### src/rtl/kprcd_pkg.sv
`default_nettype none

package kprcd_pkg;

   // report kinds
   localparam logic [7:0] KIND_MACRO     = 8'h01;
   localparam logic [7:0] KIND_MODE_SOFT = 8'h02;

   // key groups
   localparam int MACRO_KEYS     = 18;
   localparam int MODE_KEYS      = 4;
   localparam int SOFT_KEYS      = 5;
   localparam int IDX_W          = $clog2(MACRO_KEYS);
   localparam int MODE_IDX_W     = $clog2(MODE_KEYS);
   localparam int SOFT_IDX_W     = $clog2(SOFT_KEYS);
   localparam int MACRO_LAST     = MACRO_KEYS - 1;
   localparam int MODE_SOFT_LAST = MODE_KEYS + SOFT_KEYS - 1;

   // macro key codes
   localparam logic [7:0] MACRO_CODE_LOW  = 8'h3a;
   localparam logic [7:0] MACRO_CODE_HIGH = 8'h1e;
   localparam int         MACRO_LOW_KEYS  = 12;

   // register file
   localparam int         CSR_IDX_W         = 2;
   localparam logic [1:0] CSR_MACRO_BASE    = 2'd0;
   localparam logic [1:0] CSR_MODE_BASE     = 2'd1;
   localparam logic [1:0] CSR_SOFT_BASE     = 2'd2;
   localparam logic [7:0] MACRO_BASE_RESET  = 8'd167;
   localparam logic [7:0] MODE_BASE_RESET   = 8'd185;
   localparam logic [7:0] SOFT_BASE_RESET   = 8'd189;

   typedef enum logic [1:0] {
      ST_IDLE,
      ST_SCAN,
      ST_DRAIN
   } state_type;

   // sequencer to datapath
   typedef struct packed {
      logic             capture;
      logic             macro_sel;
      logic             toggle;
      logic [IDX_W-1:0] idx;
   } seq_ctrl_type;

   // key unit to sequencer
   typedef struct packed {
      logic       fresh;
      logic       held;
      logic [7:0] code;
   } key_result_type;

   // scan code of macro key i
   function automatic logic [7:0] macro_code(input logic [IDX_W-1:0] idx);
      logic [7:0] wide_idx;
      wide_idx = 8'(idx);
      if (wide_idx < 8'(MACRO_LOW_KEYS)) begin
         return MACRO_CODE_LOW + wide_idx;
      end
      return MACRO_CODE_HIGH + wide_idx - 8'(MACRO_LOW_KEYS);
   endfunction

endpackage

`default_nettype wire

### src/rtl/kprcd_key_unit.sv
`default_nettype none

module kprcd_key_unit (
   input  wire logic                          macro_sel,
   input  wire logic [kprcd_pkg::IDX_W-1:0]   idx,
   input  wire logic [63:0]                   report,
   input  wire logic [7:0]                    macro_base,
   input  wire logic [7:0]                    mode_base,
   input  wire logic [7:0]                    soft_base,
   input  wire logic [kprcd_pkg::MACRO_KEYS-1:0] macro_pressed,
   input  wire logic [kprcd_pkg::MODE_KEYS-1:0]  mode_pressed,
   input  wire logic [kprcd_pkg::SOFT_KEYS-1:0]  soft_pressed,
   output kprcd_pkg::key_result_type          result
);

   logic [7:0] code;
   logic [7:0] b [1:8];
   logic [kprcd_pkg::MODE_IDX_W-1:0] mode_idx;
   logic [kprcd_pkg::SOFT_IDX_W-1:0] soft_idx;
   logic       fresh_pair;

   // split report into bytes one to eight
   always_comb begin
      for (int n = 1; n <= 8; n++) begin
         b[n] = report[8*(n-1) +: 8];
      end
   end

   assign code     = kprcd_pkg::macro_code(idx);
   assign mode_idx = idx[kprcd_pkg::MODE_IDX_W-1:0];
   assign soft_idx = kprcd_pkg::SOFT_IDX_W'(idx - kprcd_pkg::IDX_W'(kprcd_pkg::MODE_KEYS));

   // fixed bit of the mode/soft report for the current key
   always_comb begin
      case (idx)
         5'd0:    fresh_pair = b[6][0];
         5'd1:    fresh_pair = b[7][1];
         5'd2:    fresh_pair = b[8][2];
         5'd3:    fresh_pair = b[7][6];
         5'd4:    fresh_pair = b[8][7];
         5'd5:    fresh_pair = b[2][7];
         5'd6:    fresh_pair = b[3][7];
         5'd7:    fresh_pair = b[4][7];
         5'd8:    fresh_pair = b[5][7];
         default: fresh_pair = 1'b0;
      endcase
   end

   // one key per cycle: compare, held-state pick and code add
   always_comb begin
      result = '0;
      if (macro_sel) begin
         result.fresh = (b[1] == code) || (b[2] == code) || (b[3] == code) ||
                        (b[4] == code) || (b[5] == code);
         result.held  = (idx < kprcd_pkg::IDX_W'(kprcd_pkg::MACRO_KEYS)) ?
                        macro_pressed[idx] : 1'b0;
         result.code  = macro_base + 8'(idx);
      end else if (idx < kprcd_pkg::IDX_W'(kprcd_pkg::MODE_KEYS)) begin
         result.fresh = fresh_pair;
         result.held  = mode_pressed[mode_idx];
         result.code  = mode_base + 8'(mode_idx);
      end else begin
         result.fresh = fresh_pair;
         result.held  = (soft_idx < kprcd_pkg::SOFT_IDX_W'(kprcd_pkg::SOFT_KEYS)) ?
                        soft_pressed[soft_idx] : 1'b0;
         result.code  = soft_base + 8'(soft_idx);
      end
   end

endmodule

`default_nettype wire

### src/rtl/kprcd_seq.sv
`default_nettype none

module kprcd_seq (
   input  wire logic                       clock,
   input  wire logic                       reset,
   input  wire logic                       req_tvalid,
   output logic                            req_tready,
   input  wire logic [7:0]                 req_kind,
   input  wire kprcd_pkg::key_result_type  result,
   output kprcd_pkg::seq_ctrl_type         ctrl,
   output logic                            rsp_tvalid,
   input  wire logic                       rsp_tready,
   output logic [7:0]                      rsp_code,
   output logic                            rsp_down,
   output logic                            rsp_last
);

   kprcd_pkg::state_type state_ff, state_in;
   logic [kprcd_pkg::IDX_W-1:0] idx_ff, idx_in;
   logic macro_ff, macro_in;
   logic hold_valid_ff, hold_valid_in;
   logic [7:0] hold_code_ff, hold_code_in;
   logic hold_down_ff, hold_down_in;
   logic rsp_valid_ff, rsp_valid_in;
   logic [7:0] rsp_code_ff, rsp_code_in;
   logic rsp_down_ff, rsp_down_in;
   logic rsp_last_ff, rsp_last_in;
   logic out_free;
   logic changed;
   logic scan_end;
   logic accept;

   assign out_free   = !rsp_valid_ff || rsp_tready;
   assign changed    = result.fresh != result.held;
   assign scan_end   = macro_ff ? (idx_ff == kprcd_pkg::IDX_W'(kprcd_pkg::MACRO_LAST)) :
                                  (idx_ff == kprcd_pkg::IDX_W'(kprcd_pkg::MODE_SOFT_LAST));
   assign req_tready = (state_ff == kprcd_pkg::ST_IDLE);
   assign accept     = req_tvalid && req_tready;

   // state and word registers
   always_ff @(posedge clock) begin
      if (reset) begin
         state_ff      <= kprcd_pkg::ST_IDLE;
         hold_valid_ff <= 1'b0;
         rsp_valid_ff  <= 1'b0;
      end else begin
         state_ff      <= state_in;
         hold_valid_ff <= hold_valid_in;
         rsp_valid_ff  <= rsp_valid_in;
      end
      idx_ff       <= idx_in;
      macro_ff     <= macro_in;
      hold_code_ff <= hold_code_in;
      hold_down_ff <= hold_down_in;
      rsp_code_ff  <= rsp_code_in;
      rsp_down_ff  <= rsp_down_in;
      rsp_last_ff  <= rsp_last_in;
   end

   // sequencer: one key a cycle unless stalled; held event waits for next or end
   always_comb begin
      state_in      = state_ff;
      idx_in        = idx_ff;
      macro_in      = macro_ff;
      hold_valid_in = hold_valid_ff;
      hold_code_in  = hold_code_ff;
      hold_down_in  = hold_down_ff;
      rsp_valid_in  = rsp_tready ? 1'b0 : rsp_valid_ff;
      rsp_code_in   = rsp_code_ff;
      rsp_down_in   = rsp_down_ff;
      rsp_last_in   = rsp_last_ff;
      ctrl          = '0;
      ctrl.idx      = idx_ff;
      ctrl.macro_sel = macro_ff;
      case (state_ff)
         kprcd_pkg::ST_IDLE: begin
            if (accept) begin
               ctrl.capture = 1'b1;
               idx_in       = '0;
               macro_in     = (req_kind == kprcd_pkg::KIND_MACRO);
               if (req_kind == kprcd_pkg::KIND_MACRO ||
                   req_kind == kprcd_pkg::KIND_MODE_SOFT) begin
                  state_in = kprcd_pkg::ST_SCAN;
               end
            end
         end
         kprcd_pkg::ST_SCAN: begin
            if (!(changed && hold_valid_ff && !out_free)) begin
               if (changed) begin
                  ctrl.toggle = 1'b1;
                  if (hold_valid_ff) begin
                     rsp_valid_in = 1'b1;
                     rsp_code_in  = hold_code_ff;
                     rsp_down_in  = hold_down_ff;
                     rsp_last_in  = 1'b0;
                  end
                  hold_valid_in = 1'b1;
                  hold_code_in  = result.code;
                  hold_down_in  = result.fresh;
               end
               idx_in = idx_ff + 1'b1;
               if (scan_end) begin
                  state_in = kprcd_pkg::ST_DRAIN;
               end
            end
         end
         kprcd_pkg::ST_DRAIN: begin
            if (!hold_valid_ff) begin
               state_in = kprcd_pkg::ST_IDLE;
            end else if (out_free) begin
               rsp_valid_in  = 1'b1;
               rsp_code_in   = hold_code_ff;
               rsp_down_in   = hold_down_ff;
               rsp_last_in   = 1'b1;
               hold_valid_in = 1'b0;
               state_in      = kprcd_pkg::ST_IDLE;
            end
         end
         default: begin
            state_in = kprcd_pkg::ST_IDLE;
         end
      endcase
   end

   assign rsp_tvalid = rsp_valid_ff;
   assign rsp_code   = rsp_code_ff;
   assign rsp_down   = rsp_down_ff;
   assign rsp_last   = rsp_last_ff;

   // no pending event survives into idle
   assert property (@(posedge clock) disable iff (reset)
      (state_ff == kprcd_pkg::ST_IDLE) |-> !hold_valid_ff)
      else $error("pending event left in idle");

   // the final pending event leaves marked as last
   assert property (@(posedge clock) disable iff (reset)
      (state_ff == kprcd_pkg::ST_DRAIN && hold_valid_ff && out_free) |=>
      (rsp_valid_ff && rsp_last_ff && state_ff == kprcd_pkg::ST_IDLE))
      else $error("last event not delivered");

   // scan index stays within the macro key range
   assert property (@(posedge clock) disable iff (reset)
      (state_ff == kprcd_pkg::ST_SCAN) |->
      (idx_ff <= kprcd_pkg::IDX_W'(kprcd_pkg::MACRO_LAST)))
      else $error("scan index out of range");

   // a known report kind starts a scan from key zero
   assert property (@(posedge clock) disable iff (reset)
      (accept && (req_kind == kprcd_pkg::KIND_MACRO ||
                  req_kind == kprcd_pkg::KIND_MODE_SOFT)) |=>
      (state_ff == kprcd_pkg::ST_SCAN && idx_ff == '0))
      else $error("scan did not start");

endmodule

`default_nettype wire

### src/rtl/keypad_report_change_detector_unit.sv
`default_nettype none

// Keypad report change detector. Each accepted word is one eight-byte keypad
// report; a kind 1 report updates the 18 macro keys, a kind 2 report the 4
// mode keys and then the 5 soft keys, any other kind is dropped without
// output. Every key whose pressed state changed yields one result word in
// key order (event code = group base + key index, went_down, and tlast on the
// final event of the report). One shared compare/add unit examines one key
// per cycle unless a changed key meets a full output register, and the last
// event found is held back until the scan shows whether another follows. A
// report is accepted only in idle; its key scan and a drain state come before
// the return to idle, any other kind leaves the block in idle, and a full
// output register held off by the result side delays the scan or drain. Held
// key states clear at reset; base registers are written through the csr port.
module keypad_report_change_detector_unit (
   input  wire logic        clock,
   input  wire logic        reset,
   // report words
   input  wire logic        req_tvalid,
   output logic             req_tready,
   input  wire logic [63:0] req_tdata,  // report_byte_one .. report_byte_eight
   input  wire logic [7:0]  req_tuser,  // report_kind
   // event words
   output logic             rsp_tvalid,
   input  wire logic        rsp_tready,
   output logic [7:0]       rsp_tdata,  // event_code
   output logic             rsp_tuser,  // went_down
   output logic             rsp_tlast,  // last_event
   // register writes
   input  wire logic        csr_we,
   input  wire logic [kprcd_pkg::CSR_IDX_W-1:0] csr_index,
   input  wire logic [7:0]  csr_wdata
);

   logic [7:0]  macro_base_ff, mode_base_ff, soft_base_ff;
   logic [63:0] report_ff, report_in;
   logic [kprcd_pkg::MACRO_KEYS-1:0] macro_pressed_ff, macro_pressed_in;
   logic [kprcd_pkg::MODE_KEYS-1:0]  mode_pressed_ff, mode_pressed_in;
   logic [kprcd_pkg::SOFT_KEYS-1:0]  soft_pressed_ff, soft_pressed_in;
   logic [kprcd_pkg::SOFT_IDX_W-1:0] soft_idx;
   kprcd_pkg::seq_ctrl_type   ctrl;
   kprcd_pkg::key_result_type result;

   // base registers
   always_ff @(posedge clock) begin
      if (reset) begin
         macro_base_ff <= kprcd_pkg::MACRO_BASE_RESET;
         mode_base_ff  <= kprcd_pkg::MODE_BASE_RESET;
         soft_base_ff  <= kprcd_pkg::SOFT_BASE_RESET;
      end else if (csr_we) begin
         case (csr_index)
            kprcd_pkg::CSR_MACRO_BASE: macro_base_ff <= csr_wdata;
            kprcd_pkg::CSR_MODE_BASE:  mode_base_ff  <= csr_wdata;
            kprcd_pkg::CSR_SOFT_BASE:  soft_base_ff  <= csr_wdata;
            default: ;
         endcase
      end
   end

   assign soft_idx = kprcd_pkg::SOFT_IDX_W'(ctrl.idx -
                     kprcd_pkg::IDX_W'(kprcd_pkg::MODE_KEYS));

   // report capture and held key state
   always_comb begin
      report_in        = ctrl.capture ? req_tdata : report_ff;
      macro_pressed_in = macro_pressed_ff;
      mode_pressed_in  = mode_pressed_ff;
      soft_pressed_in  = soft_pressed_ff;
      if (ctrl.toggle) begin
         if (ctrl.macro_sel) begin
            macro_pressed_in[ctrl.idx] = !macro_pressed_ff[ctrl.idx];
         end else if (ctrl.idx < kprcd_pkg::IDX_W'(kprcd_pkg::MODE_KEYS)) begin
            mode_pressed_in[ctrl.idx[kprcd_pkg::MODE_IDX_W-1:0]] =
               !mode_pressed_ff[ctrl.idx[kprcd_pkg::MODE_IDX_W-1:0]];
         end else begin
            soft_pressed_in[soft_idx] = !soft_pressed_ff[soft_idx];
         end
      end
   end

   always_ff @(posedge clock) begin
      if (reset) begin
         macro_pressed_ff <= '0;
         mode_pressed_ff  <= '0;
         soft_pressed_ff  <= '0;
      end else begin
         macro_pressed_ff <= macro_pressed_in;
         mode_pressed_ff  <= mode_pressed_in;
         soft_pressed_ff  <= soft_pressed_in;
      end
      report_ff <= report_in;
   end

   kprcd_key_unit u_key_unit (
      .macro_sel     (ctrl.macro_sel),
      .idx           (ctrl.idx),
      .report        (report_ff),
      .macro_base    (macro_base_ff),
      .mode_base     (mode_base_ff),
      .soft_base     (soft_base_ff),
      .macro_pressed (macro_pressed_ff),
      .mode_pressed  (mode_pressed_ff),
      .soft_pressed  (soft_pressed_ff),
      .result        (result)
   );

   kprcd_seq u_seq (
      .clock      (clock),
      .reset      (reset),
      .req_tvalid (req_tvalid),
      .req_tready (req_tready),
      .req_kind   (req_tuser),
      .result     (result),
      .ctrl       (ctrl),
      .rsp_tvalid (rsp_tvalid),
      .rsp_tready (rsp_tready),
      .rsp_code   (rsp_tdata),
      .rsp_down   (rsp_tuser),
      .rsp_last   (rsp_tlast)
   );

endmodule

`default_nettype wire

### config.mk
export PLATFORM = sky130hd
export DESIGN_NAME = keypad_report_change_detector_unit
export DESIGN_NICKNAME = d
export VERILOG_FILES = /design/src/rtl/kprcd_pkg.sv /design/src/rtl/kprcd_key_unit.sv /design/src/rtl/kprcd_seq.sv /design/src/rtl/keypad_report_change_detector_unit.sv
export SDC_FILE = /design/constraint.sdc
export NUM_CORES = 1
export LEC_CHECK = 0
export BUFFER_PORTS_ARGS = -buffer_cell sky130_fd_sc_hd__buf_4
export CAP_MARGIN = 15
export CORE_MARGIN = 4
export CORE_UTILIZATION = 60
export CTS_CLUSTER_SIZE = 25
export DETAILED_ROUTE_END_ITERATION = 10
export MAX_ROUTING_LAYER = met4
export PLACE_DENSITY = 0.89
export REMOVE_ABC_BUFFERS = 1
export SETUP_SLACK_MARGIN = 0.05
export SLEW_MARGIN = 30
export SYNTH_ARGS = -nofsm -noshare
export SYNTH_HDL_FRONTEND = slang
export SYNTH_SLANG_ARGS = --single-unit
### constraint.sdc
create_clock -name clock -period 7.4 [get_ports clock]
set_input_delay 1.48 -clock clock [delete_from_list [all_inputs] [get_ports clock]]
set_output_delay 1.48 -clock clock [all_outputs]
set_load 0.05 [all_outputs]
==> impl_metrics.yaml <==
floorplanning:
  floorplan.die.height_um: 113
  floorplan.core_area_um2: 10500
  die_width_um: 113
  start_util: 0.625
  design.portCount: 99
  floorplan.rows: 37
  die_area_um2: 12700
synth:
  synth_enable_flop_cells: 70
  ys_dominant_reg_cell: "sky130_fd_sc_hd__edfxtp_1"
  mappedNetlistArea_um2: 6570
  yosys_register_bits: 125
  synth-warning-count: 0
  post_synth_inst_count: 614
  ys_types: 71
  yosysSeqAreaShare: 0.488
  synth_top_area_frac: 0.320
  synth.top_cells.by_area: "sky130_fd_sc_hd__edfxtp_1, sky130_fd_sc_hd__dfxtp_1, sky130_fd_sc_hd__mux2i_1, sky130_fd_sc_hd__ha_1, sky130_fd_sc_hd__xor2_1"
  postSynth.asyncResetShare: 0
  syn_avg_cell_area_um2: 10.7
  yosys.area.top_type: "sky130_fd_sc_hd__edfxtp_1"
worst_setup_path:
  worst-r2r-cell-count: 15
  endpoint_arrival_time_on_the_critical_path_ps: 4870
  required_ps: 7570
  crit-reg2reg-launch: "u_seq.idx_ff[1]"
  critPathKind: "flop to flop"
  crit_fanout: 38
  setup.worst_path.start_class: "flop"
  end_kind: "flop"
  critical_path.startpoint: "u_seq.idx_ff[1]"
cts:
  postcts_setup_bufs: 0
  tritoncts.num_buffers: 17
  ctsLongestPathBuffers: 2
  cts_hold_buffers: 0
  cts_resized: 0
  clk_latency_ps: 530
  clock_tree_root_driver_cell: "sky130_fd_sc_hd__clkbuf_8"
  clk_pin_slew_worst_paths_ps: 60
  clock_sinks: 125
  ctsHtreeMaxLevel: 4
  tritoncts_clock_tree: "yes"
detailed_routing:
  postRouteAntennaNets: 0
  dr.first_iter.drc_count: 498
  routed_via_density: 5.98
  wl_per_cell_um: 18.1
  postRouteWirelength_mm: 15.1
  number_of_optimization_iterations_in_the_first_detailed_route_pass: 5
  detailroute.via_count: 4978
  drc: 0
finish:
  layout.cells.non_filler: 832
  fillerInstances: 679
  post_route_standard_cell_area_excluding_fillers_um2: 7780
  design.final.nets: 795
  post_route_cells_drive_above_1_share: 0.200
  num_antenna_cells: 0
  most-common-layout-cells: "sky130_fd_sc_hd__buf_4, sky130_fd_sc_hd__edfxtp_1, sky130_fd_sc_hd__nand2_1"
  layout_commonest_cell: "sky130_fd_sc_hd__buf_4"
  finalCoreUtilization: 0.740
  area_growth_syn_to_layout_pct: 18.5
placement:
  detailedPlace.worstSlack_ps: 2790
  detailedPlacementHpwl_mm: 10.1
  dp.cells: 800
  gpl.final_weighted_congestion: 0.849
  io_buffers: 79
  post_dp_cell_area_um2: 7220
min_path:
  worstHoldPathType: "flop to flop"
  min_from: "u_seq.hold_down_ff"
  worst_hold_path.num_cells: 0
pwr:
  pwr_density_nw_per_um2: 245
  static_leakage_nw: 2.85
  post-layout-total-power_mw: 1.90
  irDropWorstVdd_mv: 0.175
timing:
  tightest_slew_ps: 692
  rsz0062_at_grt: "false"
  setup_viol_count_final: 0
  crit_path_setup_slack_layout_ps: 2700
  final_period_minus_worst_setup_slack_ps: 4700
  fin_skew_ps: 15.3
  number_of_pins_exceeding_their_max_slew_limit_in_the_final_report: 0
  finalHoldWorstSlack_ps: 419
  max_clock_freq_ghz: 0.213
  setup_total_negative_slack_ps: 0
  slew-limit-headroom: 0.538
  min_period_over_period: 0.635
  hold_viol: 0
global_routing:
  grt_first_pass_wirelength_mm: 24.3
  grt_overall_usage: 0.245
  antenna_violations_before_repair: 0
  grt_pass1_vias: 5107
  grt.overflow.total: 0
  pin_count_of_the_biggest_net_entering_global_routing: 60
outcome:
  outcome: "finished clean"
run:
  max_cap_violations: 0
[area by class of cell]
type / count / area [um2] / share of cell area
Tap cell: 136 / 170 / 0.0219
Inverter: 18 / 67.6 / 0.00868
Multi-Input combinational cell: 436 / 3150 / 0.405
Sequential cell: 125 / 3200 / 0.412
Clock buffer: 17 / 414 / 0.0532
Timing Repair Buffer: 85 / 638 / 0.0820
Clock inverter: 15 / 139 / 0.0179
[worst max-delay path, stage by stage, from the launching register on]
cell and delay (ps):
sky130_fd_sc_hd__edfxtp_1 330, sky130_fd_sc_hd__buf_4 410, sky130_fd_sc_hd__inv_1 310, sky130_fd_sc_hd__ha_1 530
sky130_fd_sc_hd__inv_1 120, sky130_fd_sc_hd__ha_1 240, sky130_fd_sc_hd__nor3_1 70, sky130_fd_sc_hd__o21ai_0 350
sky130_fd_sc_hd__o221ai_4 230, sky130_fd_sc_hd__xor2_1 190, sky130_fd_sc_hd__o32a_1 330, sky130_fd_sc_hd__a31oi_4 240
sky130_fd_sc_hd__xor2_2 110, sky130_fd_sc_hd__buf_4 270, sky130_fd_sc_hd__mux2i_1 170, sky130_fd_sc_hd__and3_1 440
[kinds of logic (layout without fill, tap and decap cells)]
logic type      Yosys count  count (layout)  synth area share
simple gates            223             223             0.181
flops                   125             125             0.488
compound gates           97              97             0.110
xor+xnor                 54              54            0.0720
buf+inv                  53             135            0.0349
mux                      37              37            0.0631
fa+ha+maj                25              25            0.0511
[synthesized netlist by cell type (2+ instances only)]
master                       n
sky130_fd_sc_hd__edfxtp_1   70
sky130_fd_sc_hd__nand2_1    65
sky130_fd_sc_hd__dfxtp_1    55
sky130_fd_sc_hd__xor2_1     31
sky130_fd_sc_hd__mux2i_1    29
sky130_fd_sc_hd__a21oi_1    28
sky130_fd_sc_hd__nand2b_1   25
sky130_fd_sc_hd__xnor2_1    23
sky130_fd_sc_hd__ha_1       22
sky130_fd_sc_hd__nor3_1     21
sky130_fd_sc_hd__clkbuf_1   20
sky130_fd_sc_hd__nand3_1    19
sky130_fd_sc_hd__nor2_1     19
sky130_fd_sc_hd__nor2b_1    19
sky130_fd_sc_hd__inv_1      15
sky130_fd_sc_hd__o21ai_0    15
sky130_fd_sc_hd__nor4_1     14
sky130_fd_sc_hd__nand3b_1   12
sky130_fd_sc_hd__buf_2       9
sky130_fd_sc_hd__a21o_1      6
sky130_fd_sc_hd__or4_1       6
sky130_fd_sc_hd__a211o_1     5
sky130_fd_sc_hd__a31oi_1     5
sky130_fd_sc_hd__mux2_1      5
sky130_fd_sc_hd__nor3b_1     4
sky130_fd_sc_hd__o31ai_1     4
sky130_fd_sc_hd__a2111oi_0   3
sky130_fd_sc_hd__a211oi_1    3
sky130_fd_sc_hd__buf_4       3
sky130_fd_sc_hd__fa_1        3
sky130_fd_sc_hd__mux4_2      3
sky130_fd_sc_hd__nand4_1     3
sky130_fd_sc_hd__or3_1       3
sky130_fd_sc_hd__and2_1      2
sky130_fd_sc_hd__buf_1       2
sky130_fd_sc_hd__clkinv_1    2
sky130_fd_sc_hd__nor4b_1     2
sky130_fd_sc_hd__o2111ai_1   2
sky130_fd_sc_hd__o211ai_1    2
sky130_fd_sc_hd__o21a_1      2
sky130_fd_sc_hd__o32a_1      2
sky130_fd_sc_hd__or2_2       2
[metal layers]
metal | track usage | vias to the layer above | wire length (um)
li1 | - | 2365 | -
met1 | 0.290 | 2330 | 6010
met2 | 0.400 | 252 | 7540
met3 | 0.0647 | 31 | 1200
met4 | 0.0938 | 0 | 309
met5 | - | - | 0
[state kept, by name (all words and copies together) (netlist names), 2 cells and up]
register	count
u_seq.state_ff	2
report_ff	45
mode_pressed_ff	4
u_seq.hold_code_ff	8
u_seq.idx_ff	5
macro_pressed_ff	18
u_seq.rsp_code	8
mode_base_ff	8
macro_base_ff	8
soft_base_ff	8
soft_pressed_ff	5
[path summary, 6_finish.rpt]
| check | to | slack (ps) |
|---|---|---|
| setup / recovery | u_seq.rsp_code[3] | 2700 |
| hold reg to reg | u_seq.rsp_down | 420 |
| hold / removal | u_seq.rsp_down | 420 |
| setup reg to reg | u_seq.rsp_code[3] | 2700 |
[power by group]
part,switching [mW],total (mW),internal (mW)
sequential,0.0269,0.804,0.778
clock,0.322,0.771,0.449
combinational,0.197,0.327,0.129
total,0.546,1.90,1.36
Power figures use the tool's default switching activity.
